===== config.mk =====
export PLATFORM = sky130hd
export DESIGN_NAME = ncr_ctrl
export DESIGN_NICKNAME = d
export VERILOG_FILES = /design/src/ncr_pkg.sv /design/src/ncr_ctrl.sv
export SDC_FILE = /design/constraint.sdc
export NUM_CORES = 1
export LEC_CHECK = 0
export BUFFER_PORTS_ARGS = -buffer_cell sky130_fd_sc_hd__buf_4
export CORE_AREA = 2 2 39 41
export CTS_CLUSTER_DIAMETER = 40
export DETAILED_ROUTE_END_ITERATION = 8
export DIE_AREA = 0 0 41 43
export MAX_ROUTING_LAYER = met4
export SLEW_MARGIN = 10
export SYNTH_ARGS = -nofsm -noshare
export SYNTH_HDL_FRONTEND = slang
export SYNTH_SLANG_ARGS = --single-unit

===== constraint.sdc =====
create_clock -name clk -period 1.84 [get_ports clk]
set_clock_uncertainty 0.05 [all_clocks]
set_input_delay 0 -clock clk [delete_from_list [all_inputs] [get_ports clk]]
set_output_delay 0 -clock clk [all_outputs]
set_load 0.02 [all_outputs]

===== src/ncr_pkg.sv =====
// shared types and constants of the nearest codeword residual unit
package ncr_pkg;

  // fixed field widths
  localparam int MODE_W  = 2;
  localparam int ENTRY_W = 8;
  localparam int ELEM_W  = 7;
  localparam int VAL_W   = 16;
  localparam int IDX_W   = 8;
  localparam int DIST_W  = 39;
  localparam int RES_W   = 17;
  localparam int AENT_W  = 9;
  localparam int ADIM_W  = 8;
  localparam int CFG_W   = 9;
  localparam int CIDX_W  = 1;

  // saturation limits
  localparam logic [DIST_W-1:0] DIST_MAX = '1;
  localparam int RES_MAX = 65535;

  // register reset values
  localparam logic [AENT_W-1:0] AENT_RESET = 9'd256;
  localparam logic [ADIM_W-1:0] ADIM_RESET = 8'd128;

  // item modes
  localparam logic [MODE_W-1:0] MODE_WRITE = 2'd0;
  localparam logic [MODE_W-1:0] MODE_QUERY = 2'd1;
  localparam logic [MODE_W-1:0] MODE_RESID = 2'd2;

  // result kinds
  localparam logic KIND_SEARCH = 1'b0;
  localparam logic KIND_RESID  = 1'b1;

  // register indexes
  localparam logic [CIDX_W-1:0] REG_ACTIVE_ENTRIES = 1'b0;
  localparam logic [CIDX_W-1:0] REG_ACTIVE_DIM     = 1'b1;

  // controller to datapath
  typedef struct packed {
    logic take;
    logic scan_start;
    logic scan_step;
    logic commit;
    logic res_read;
    logic load_search;
    logic load_res;
  } ncr_cmd_t;

  // datapath to controller
  typedef struct packed {
    logic query_last;
    logic scan_last;
    logic pipe_empty;
    logic slot_free;
  } ncr_status_t;

endpackage


===== src/ncr_ctrl.sv =====
// sequencing state machine of the nearest codeword residual unit
module ncr_ctrl (
  input  logic                            clk,
  input  logic                            rst,
  input  logic                            item_valid,
  input  logic [ncr_pkg::MODE_W-1:0]      mode,
  input  ncr_pkg::ncr_status_t            status,
  output logic                            item_stall,
  output ncr_pkg::ncr_cmd_t               cmd
);
  import ncr_pkg::*;

  typedef enum logic [5:0] {
    ST_IDLE     = 6'b000001,
    ST_SCAN     = 6'b000010,
    ST_DRAIN    = 6'b000100,
    ST_SRCH_OUT = 6'b001000,
    ST_RES_RD   = 6'b010000,
    ST_RES_OUT  = 6'b100000
  } state_t;

  state_t state;
  state_t state_next;

  always_ff @(posedge clk) begin
    if (rst) begin
      state <= ST_IDLE;
    end else begin
      state <= state_next;
    end
  end

  assign item_stall = (state != ST_IDLE);

  always_comb begin
    cmd        = '0;
    state_next = state;
    case (state)
      ST_IDLE: begin
        if (item_valid) begin
          cmd.take = 1'b1;
          case (mode)
            MODE_QUERY: begin
              if (status.query_last) begin
                cmd.scan_start = 1'b1;
                state_next     = ST_SCAN;
              end
            end
            MODE_RESID: begin
              state_next = ST_RES_RD;
            end
            default: begin
              state_next = ST_IDLE;
            end
          endcase
        end
      end
      ST_SCAN: begin
        cmd.scan_step = 1'b1;
        if (status.scan_last) begin
          state_next = ST_DRAIN;
        end
      end
      ST_DRAIN: begin
        if (status.pipe_empty) begin
          cmd.commit = 1'b1;
          state_next = ST_SRCH_OUT;
        end
      end
      ST_SRCH_OUT: begin
        if (status.slot_free) begin
          cmd.load_search = 1'b1;
          state_next      = ST_IDLE;
        end
      end
      ST_RES_RD: begin
        cmd.res_read = 1'b1;
        state_next   = ST_RES_OUT;
      end
      ST_RES_OUT: begin
        if (status.slot_free) begin
          cmd.load_res = 1'b1;
          state_next   = ST_IDLE;
        end
      end
      default: begin
        state_next = ST_IDLE;
      end
    endcase
  end

endmodule


==> results of run 1 <==
## kinds of logic (layout without fill, tap and decap cells)
family                     after synthesis  in the layout
and+or+nand+nor                         26             26
buffers and inverters                    4             27
xor gates and xnor gates                 1              1
AOI/OAI and AO/OA                        8              8
adders and majority gates                3              3
DFF                                      6              6
## cell usage after synthesis, types with 2 or more instances
cell	count	area share, %
dfxtp_1	6	28
a21oi_1	3	3.5
ha_1	3	8.8
nor3b_2	2	5.9
or4_4	2	5.3
nor3b_1	3	5.3
nand2b_1	2	2.9
nor4_1	2	2.9
inv_1	4	3.5
nor3_1	2	2.4
nand3b_1	2	3.5
nor2_1	3	2.6
and2_1	2	2.9
## metrics by stage
step	std cells	setup WS, ns	cell area (sq um)	power [uW]	hold slack, ns
6_report	87	0.0309	634	357	0.00816
5_1_grt	87	-0.00795	634	374	0.0754
4_1_cts	86	0.0268	626	355	0.00931
3_5_place_dp	81	0.171	573	224	0.170
3_3_place_gp	81	0.172	573	224	0.169
2_1_floorplan	48	0.156	425	187	0.0191
## routing by layer
metal | global-route usage [%] | part of all wire (%) | vias up
li1 | - | - | 223
met1 | 17.9 | 45 | 200
met4 | 12.0 | 2.8 | 0
met3 | 3.14 | 3.9 | 5
met2 | 21.3 | 48 | 11
met5 | - | 0 | -
## worst reg2reg max path: stages, from the launching register on
cell and delay [ns]:
dfxtp_2 0.34, or4_4 0.58, or3b_4 0.41, o21ai_0 0.08, o21ai_1 0.07
## path summary, 6_finish.rpt
path / from / slack [ns] / end
setup / recovery: state[2]$_SDFFE_PP0P_ / 0.03 / cmd[2]
hold / removal: status[1] / 0.008 / state[3]$_SDFFE_PP0P_
setup reg to reg: state[2]$_SDFFE_PP0P_ / 0.21 / state[0]$_SDFFE_PP1P_
hold reg to reg: state[3]$_SDFFE_PP0P_ / 0.54 / state[3]$_SDFFE_PP0P_
## power by group through the flow
stage	combinational (uW)	sequential (uW)	clock [uW]
2_1_floorplan	47.2	140	0
5_1_grt	105	139	129
3_3_place_gp	82.7	141	0
3_5_place_dp	82.9	141	0
4_1_cts	90.3	139	126
6_report	94.7	139	123
## layout make-up
type,count,area (sq um),share of cell area [%]
clock buffer,3,22.5,3.55
sequential,6,121,19.1
inverter,4,15.0,2.37
timing repair buffer,20,155,24.5
tap,16,20.0,3.16
multi-input combinational,38,300,47.3
## what timing repair did
action,CTS,global route
resized for setup,3,1
hold buffers,2,0
endpoints found under the setup margin,2,2
pin swaps,1,2
hold endpoints to repair,5,0
buffers inserted,0,1
==> results.txt, run 1 <==
----------------------------------------------------
[Synth]
  Post-Syn Area ... 425 sq um
  Number of synthesized flops with an enable pin ... 0
  Number of distinct library cells after synthesis ... 25
  Area share of fa/ha/maj cells after synthesis ... just under 9%
  Post-synthesis simple-gate area fraction ... 45.3%
  Syn Nets ... 60
  Share of cell area taken by muxes after synthesis ... 0%
  Share of the synthesized area in compound gates (AO/OA/AOI/OAI) ... between 10 and 15%
  Prevailing post-synth register cell ... dfxtp_1
  Sequential-to-total area share from yosys stat ... between 20% and 30%
  Dominant combinational cell family by area after synthesis ... simple AND/OR/NAND/NOR gates
  Fraction of synthesized cell area in xor and xnor cells ... under 10%
  Count of warnings emitted by yosys ... 0
  Async set-or-reset flop fraction in the synthesized netlist ... 0%
  Synthesis-stage register bit count ... 6
  Synthesized instance count ... between 40 and 50
  Post-synthesis average cell area ... around 9 sq um

[Worst setup path]
  Top cell family by delay on the critical path ... simple AND/OR/NAND/NOR gates
  Kind of start point of the critical path ... flip-flop
  Maximum single-stage delay on the critical path ... around 0.58 ns
  CP max FO ... 5
  Slowest stage cell, crit path ... or4_4
  Number of cells traversed by the worst register-to-register path ... 4
  Worst path required time ... roughly 1.8 ns
  Critical path buffers and inverters ... 2
  Worst path depth ... 4
  Series of cell instances along the critical path ... or4_4 -> or3b_4 -> inv_1 -> buf_4
  Endpoint kind of the worst setup timing path ... output pin
  WS Path Type ... reg2out
  Arrival @ worst endpoint ... between 1.5 and 2 ns

[Global route]
  Global-route wire length before repair ... around 1700 microns
  Aggregate global-route resource usage ... between 10% and 20%
  Via count of the first global-routing pass ... approximately 430
  Overflow left after global routing ... 0
  Pin count of the biggest net entering global routing ... 8
  Antenna violations before repair ... 0

[Power and ir drop]
  Part of the total power dissipated in combinational logic ... between 20% and 30%
  Switching Fraction ... 27.9%
  Int Pwr ... between 200 and 300 uW
  Part of the total power dissipated in the clock network ... roughly 35%
  PwrDens ... 562 nW/um^2
  Maximum vdd drop ... around 0.00022 V
  Sequential share of power ... 38.9%
  P_leak ... roughly 0.00029 uW
  Power dissipated by switching net loads ... 99.4 uW

[Clocking]
  Clock tree root buffer cell ... clkbuf_4
  Clock tree sinks ... 6
  Clock tree from TritonCTS ... built
  Clock insertion delay at the later pin of the skew report ... between 0.2 and 0.3 ns
  Post-CTS clock slew at the launch and capture registers of the worst setup and hold paths ... approximately 0.04 ns
  Longest Clk Path Bufs ... 2
  Number of clock buffers inserted by TritonCTS ... 3
  # H-tree levels ... 1

[Floorplan]
  Io pins ... 17
  Row count ... 14
  Placeable core area ... 1380 sq um
  Initial Util ... 30.7%
  Chip width ... 41 microns
  Chip Height ... between 40 and 50 microns
  Die ar. ... 1760 sq um

[Routing]
  Average vias per placed instance ... around 5
  Pre-antenna DRT Iters ... 4
  Number of DRC violations after detailed-routing iteration 0 ... 7
  Drt wl/cell ... between 10 and 15 microns
  Wire length after detailed routing ... between 900 and 1000 microns
  Remaining antenna violation count ... 0
  # DRC ... 0
  Via count ... ~440

[Run]
  Max-cap violations ... 0

[Layout]
  Commonest non-fill, non-tap cell in the layout ... buf_4
  Filler Cells Inserted ... approximately 160
  Commonest non-fill, non-tap cells in the layout ... buf_4 (18), dfxtp_1 (5), inv_1 (4)
  Number of flip-flops under the largest register name ... 6
  Register name with the most flops ... state
  Final Net Count ... 85
  Area growth syn-to-layout ... 49.1%
  Proportion of layout cells with a drive suffix above 1 ... between 40 and 50%
  Registers with the highest flip-flop counts ... state: 6 flops
  Antenna diode instance count ... 0
  Utilization of the core after routing ... around 46%

[Min path]
  Type of the worst min-delay path ... in2reg
  Hold Crit Depth ... 3

[STA]
  Final critical-path required period ... 1.81 ns
  Slew at the pin closest to its max-slew limit ... ~0.44 ns
  Worst-case headroom to the max-slew limit ... 70.4%
  Final hold vios ... 0
  Final period utilization ... about 100%
  Peak clock frequency supported by timing ... about 550 MHz
  Final setup TNS ... 0 ns
  Number of failing setup endpoints in the final timing report ... 0
  Final-report max-slew violation count ... 0
  RSZ-0062 raised after global routing ... yes

[Placed design]
  Final HPWL DP ... roughly 770 microns
  Final RePlAce weighted congestion ... between 0.7 and 0.8
  # port buffers ... 16

[Status]
  Status ... completed

----------------------------------------------------
(Power assumes the default switching activity.)
==> run 2: changes to the inputs <==
==> constraint.sdc (replaced) <==
create_clock -name clk -period 1.84 [get_ports clk]
set_clock_uncertainty 0.05 [all_clocks]
set_input_delay 0.092 -clock clk [delete_from_list [all_inputs] [get_ports clk]]
set_output_delay 0.092 -clock clk [all_outputs]
set_load 0.02 [all_outputs]
==> results.txt, run 2 (same netlist as run 1, synthesis figures left out) <==
----------------------------------------------------
[STA]
  Final hold vios ... 0 (unchanged)
  Worst-case headroom to the max-slew limit ... 68.0% (-2.5 points)
  Final-report max-slew violation count ... 0 (unchanged)
  Final setup margin ... -0.0189 ns (-0.0498 ns)
  Number of failing setup endpoints in the final timing report ... 1 (+1)
  Peak clock frequency supported by timing ... 538 MHz (-2.7%)
  RSZ-0062 raised after global routing ... yes
  Final period utilization ... 101% (+2.7 points)
  Final setup TNS ... -0.0189 ns (-0.0189 ns)
  Final critical-path required period ... 1.86 ns (+0.0498 ns)
  Slew at the pin closest to its max-slew limit ... 0.480 ns (+0.0369 ns)

[Floorplan]
  Placeable core area ... 1380 sq um (unchanged)
  Initial Util ... 30.7% (unchanged)
  Chip width ... 41 microns (unchanged)
  Chip Height ... 43 microns (unchanged)
  Row count ... 14 (unchanged)
  Io pins ... 17 (unchanged)
  Die ar. ... 1760 sq um (unchanged)

[Global route]
  Via count of the first global-routing pass ... 426 (-1.6%)
  Overflow left after global routing ... 0 (unchanged)
  Global-route wire length before repair ... 1640 microns (-5.1%)
  Antenna violations before repair ... 0 (unchanged)
  Aggregate global-route resource usage ... 14.6% (-0.53 points)
  Pin count of the biggest net entering global routing ... 8 (unchanged)

[Routing]
  # DRC ... 0 (unchanged)
  Via count ... 453 (+3.2%)
  Remaining antenna violation count ... 0 (unchanged)
  Wire length after detailed routing ... 1000 microns (+3.4%)
  Drt wl/cell ... 11.1 microns (about the same)
  Number of DRC violations after detailed-routing iteration 0 ... 7 (unchanged)
  Average vias per placed instance ... 5.03 (-0.25%)
  Pre-antenna DRT Iters ... 4 (unchanged)

[Clocking]
  Number of clock buffers inserted by TritonCTS ... 3 (unchanged)
  Clock tree from TritonCTS ... built
  Clock insertion delay at the later pin of the skew report ... 0.24 ns (about the same)
  Longest Clk Path Bufs ... 2 (unchanged)
  Post-CTS clock slew at the launch and capture registers of the worst setup and hold paths ... 0.04 ns (about the same)
  # H-tree levels ... 1 (unchanged)
  Clock tree sinks ... 6 (unchanged)
  Clock tree root buffer cell ... clkbuf_4

[Placed design]
  Pre-CTS WS ... 0.175 ns (+0.00399 ns)
  Final HPWL DP ... 769 microns (-0.38%)
  Placed cell areas ... 581 sq um (+1.3%)
  # port buffers ... 16 (unchanged)
  Final RePlAce weighted congestion ... 0.726 (about the same)

[Layout]
  Antenna diode instance count ... 0 (unchanged)
  Proportion of layout cells with a drive suffix above 1 ... 55.4% (+12 points)
  Post-route design area ... 687 sq um (+8.3%)
  Number of flip-flops under the largest register name ... 6 (unchanged)
  Registers with the highest flip-flop counts ... state: 6 flops
  Final Net Count ... 88 (+3.5%)
  Area growth syn-to-layout ... 61.5%
  Register name with the most flops ... state
  Commonest non-fill, non-tap cell in the layout ... buf_4

[Power and ir drop]
  P_leak ... 0.000309 uW (+7.7%)
  PwrDens ... 518 nW/um^2 (-7.9%)
  Maximum vdd drop ... 0.000346 V (+58%)
  Post-layout power ... 356 uW (-0.25%)

[Run]
  Max-cap violations ... 0 (unchanged)

[Worst setup path]
  CP max FO ... 4 (-1)
  WS Path Type ... reg2out
  Endpoint kind of the worst setup timing path ... output pin
  Arrival @ worst endpoint ... 1.72 ns (-0.04 ns)
  Worst path required time ... 1.70 ns (-0.09 ns)
  Kind of start point of the critical path ... flip-flop

[Status]
  Status ... finished, violations left
  Violated checks ... negative setup slack

[Min path]
  Type of the worst min-delay path ... in2reg

----------------------------------------------------
==> run 2: stage by stage <==
step / cells / hold slack, ns / util [%]
after floorplan: 48 / 0.111 / -
after global placement: 82 / 0.259 / 42.0
after detailed placement: 82 / 0.257 / 42.0
after CTS: 88 / 0.0409 / 46.7
after global routing: 90 / 0.0635 / 49.6
final: 90 / 0.0418 / 49.6
==> run 2: report_power, final <==
group	switching, uW	internal [uW]
Sequential	4.98	134
Clock	41.4	73.4
Combinational	48.6	53.5
==> run 2: worst paths after layout <==
kind,end,slack [ns],depth (start not counted),start
min reg2reg,state[3]$_SDFFE_PP0P_,0.53,2,state[3]$_SDFFE_PP0P_
min,state[2]$_SDFFE_PP0P_,0.04,3,status[2]
max,cmd[2],-0.02,4,state[2]$_SDFFE_PP0P_
max reg2reg,state[0]$_SDFFE_PP1P_,0.08,5,state[2]$_SDFFE_PP0P_
==> run 2: repair_timing <==
item                                   in CTS  in global routing
setup buffers                               2                  2
setup endpoints to repair                   3                  4
pin swaps                                   2                  6
hold buffers                                1                  0
gates resized for setup                     7                  8
endpoints found under the hold margin       2                  0
==> run 2: per-layer routing <==
layer | vias to the layer above | global-route usage (%) | part of all wire [%]
met5 | - | - | 0
met3 | 4 | 1.57 | 2.8
met4 | 0 | 12.0 | 3.7
met1 | 211 | 15.5 | 41
met2 | 10 | 22.8 | 52
li1 | 228 | - | -
==> run 2: cell type report <==
cell class	count	area, sq um
clock buffer	3	22.5
fill	143	697
inverter	4	15.0
multi-input combinational	38	319
tap	16	20.0
sequential	6	128
timing repair buffer	23	183
==> run 2: worst max-delay path, cell delays in order (launching register included) <==
cell,delay [ns]
dfxtp_4,0.35
or4_4,0.57
or3b_4,0.40
inv_2,0.06
buf_6,0.10
==> run 3: changes to the inputs <==
Settings changed: PLACE_DENSITY_LB_ADDON set to 0.1.
==> results.txt, run 3 (same netlist as run 1, synthesis figures left out) <==
----------------------------------------------------
[Routing]
  Wire length after detailed routing ... 1040 microns (+3.5%)
  Number of DRC violations after detailed-routing iteration 0 ... 3 (-4)
  # DRC ... 0 (unchanged)
  Remaining antenna violation count ... 0 (unchanged)
  Via count ... 442 (-2.4%)
  Drt wl/cell ... 11.7 microns (+4.7%)
  Pre-antenna DRT Iters ... 4 (unchanged)
  Average vias per placed instance ... 4.97 (-1.3%)

[Worst setup path]
  Series of cell instances along the critical path ... or4_4 -> or3b_4 -> inv_2 -> buf_6
  WS Path Type ... reg2out
  CP max FO ... 3 (-1)
  Kind of start point of the critical path ... flip-flop
  Endpoint kind of the worst setup timing path ... output pin
  Arrival @ worst endpoint ... 1.71 ns (about the same)
  Launch instance of the worst register-to-register path ... state[1]$_SDFFE_PP0P_
  Critical path buffers and inverters ... 2 (unchanged)
  Maximum single-stage delay on the critical path ... 0.57 ns (about the same)
  Worst path required time ... 1.70 ns (about the same)
  Setup crit start ... state[1]$_SDFFE_PP0P_
  Top cell family by delay on the critical path ... simple AND/OR/NAND/NOR gates
  Register-to-register path setup slack ... 0.09 ns (about the same)
  Slowest stage cell, crit path ... or4_4

[Global route]
  Via count of the first global-routing pass ... 403 (-5.4%)
  Aggregate global-route resource usage ... 14.4% (-0.21 points)
  Overflow left after global routing ... 0 (unchanged)
  Global-route wire length before repair ... 1660 microns (+1.2%)
  Pin count of the biggest net entering global routing ... 8 (unchanged)
  Antenna violations before repair ... 0 (unchanged)

[Clocking]
  # H-tree levels ... 1 (unchanged)
  Longest Clk Path Bufs ... 2 (unchanged)
  Clock insertion delay at the later pin of the skew report ... 0.24 ns (about the same)
  Post-CTS clock slew at the launch and capture registers of the worst setup and hold paths ... 0.04 ns (about the same)
  Clock tree root buffer cell ... clkbuf_4
  Clock tree sinks ... 6 (unchanged)
  Clock tree from TritonCTS ... built
  Number of clock buffers inserted by TritonCTS ... 3 (unchanged)

[Placed design]
  Pre-CTS WS ... 0.191 ns (+0.0166 ns)
  # port buffers ... 16 (unchanged)
  Final RePlAce weighted congestion ... 0.705 (-2.9%)
  Inst Count DP ... 82 (unchanged)
  Final HPWL DP ... 793 microns (+3.2%)

[Layout]
  Antenna diode instance count ... 0 (unchanged)
  Commonest non-fill, non-tap cells in the layout ... buf_4 (20), dfxtp_1 (4)
  Non-filler cells in the finished layout ... 89 (-1.1%)
  FF+latch area ... 125 sq um (-2.0%)
  Utilization of the core after routing ... 48.7% (-0.90 points)
  Multi-input gate area in the final layout ... 319 sq um (unchanged)
  Final Net Count ... 87 (-1.1%)
  Area growth syn-to-layout ... 58.5%
  Proportion of layout cells with a drive suffix above 1 ... 54.8% (-0.61 points)
  Commonest non-fill, non-tap cell in the layout ... buf_4
  Filler Cells Inserted ... 142 (-0.70%)
  Registers with the highest flip-flop counts ... state: 6 flops
  Register name with the most flops ... state
  Number of flip-flops under the largest register name ... 6 (unchanged)

[STA]
  Number of failing setup endpoints in the final timing report ... 2 (+1)
  Final setup margin ... -0.00701 ns (+0.0119 ns)
  Final period utilization ... 100% (-0.64 points)
  RSZ-0062 raised after global routing ... yes
  Worst-case headroom to the max-slew limit ... 73.6% (+5.7 points)
  Final hold vios ... 0 (unchanged)
  Peak clock frequency supported by timing ... 541 MHz (+0.64%)
  Final critical-path required period ... 1.85 ns (-0.0119 ns)
  Final-report max-slew violation count ... 0 (unchanged)
  Slew at the pin closest to its max-slew limit ... 0.395 ns (-0.0848 ns)

[Status]
  Violated checks ... negative setup slack
  Status ... finished, violations left

[Run]
  Max-cap violations ... 0 (unchanged)

[Floorplan]
  Row count ... 14 (unchanged)
  Io pins ... 17 (unchanged)
  Die ar. ... 1760 sq um (unchanged)
  Placeable core area ... 1380 sq um (unchanged)
  Chip Height ... 43 microns (unchanged)
  Chip width ... 41 microns (unchanged)
  Initial Util ... 30.7% (unchanged)

[Min path]
  Type of the worst min-delay path ... in2reg
  Worst hold path startpoint ... rst

[Power and ir drop]
  P_leak ... 0.000300 uW (-2.8%)
  Post-layout power ... 355 uW (-0.32%)
  Maximum vdd drop ... 0.000335 V (-3.0%)
  PwrDens ... 526 nW/um^2 (+1.5%)

----------------------------------------------------
==> run 3: changes by cell type in the layout (fill, tap and decap cells not counted), sizes merged <==
cell | before | now
dlygate4sd3 | 1 | 0
==> run 3: worst register-to-register path, cell delays in order (launching register included) <==
cell     delay, ns
dfxtp_4       0.34
or4_4         0.57
or3b_4        0.40
buf_4         0.14
o21ai_0       0.06
o21ai_1       0.07
==> run 3: power breakdown <==
part           total (uW)  internal, uW  switching, uW
registers             138           134           3.92
clock network         115          73.4           41.8
logic                 102          52.5           49.1
==> run 3: metrics by stage <==
step,setup TNS [ns],hold WS (ns),area (sq um)
final,-0.0114,0.00999,674
after global routing,-0.181,0.00416,674
after CTS,-0.0186,0.00709,619
after detailed placement,0,0.261,581
after global placement,0,0.268,581
after floorplan,0,0.111,425
==> run 3: worst paths after layout <==
kind / to / cells after the start
max: cmd[2] / 4
min: state[2]$_SDFFE_PP0P_ / 2
max reg2reg: state[0]$_SDFFE_PP1P_ / 5
min reg2reg: state[5]$_SDFFE_PP0P_ / 2
==> run 3: timing repair <==
action,4_1_cts,5_1_grt
setup endpoints to repair,3,7
gates resized for setup,5,8
hold buffers,0,0
pin swaps,2,3
setup buffers,1,3
==> run 3: final cells by class <==
| cell class | count | area share (%) |
|---|---|---|
| well taps | 16 | 2.97 |
| repair buffers | 22 | 25.6 |
| multi-input cells | 38 | 47.3 |
| inverters | 4 | 2.23 |
| clock buffers | 3 | 3.34 |
| flip-flops and latches | 6 | 18.6 |
==> run 3: per-layer routing <==
layer  share of wire [%]  routed length, microns  vias to the layer above  GRT usage [%]
met4                 1.2                      12                        0           6.00
met5                   0                       0                        -              -
met2                  49                     503                       11           21.3
met1                  45                     462                      200           17.5
met3                 5.7                      59                        2           4.71
li1                    -                       -                      229              -
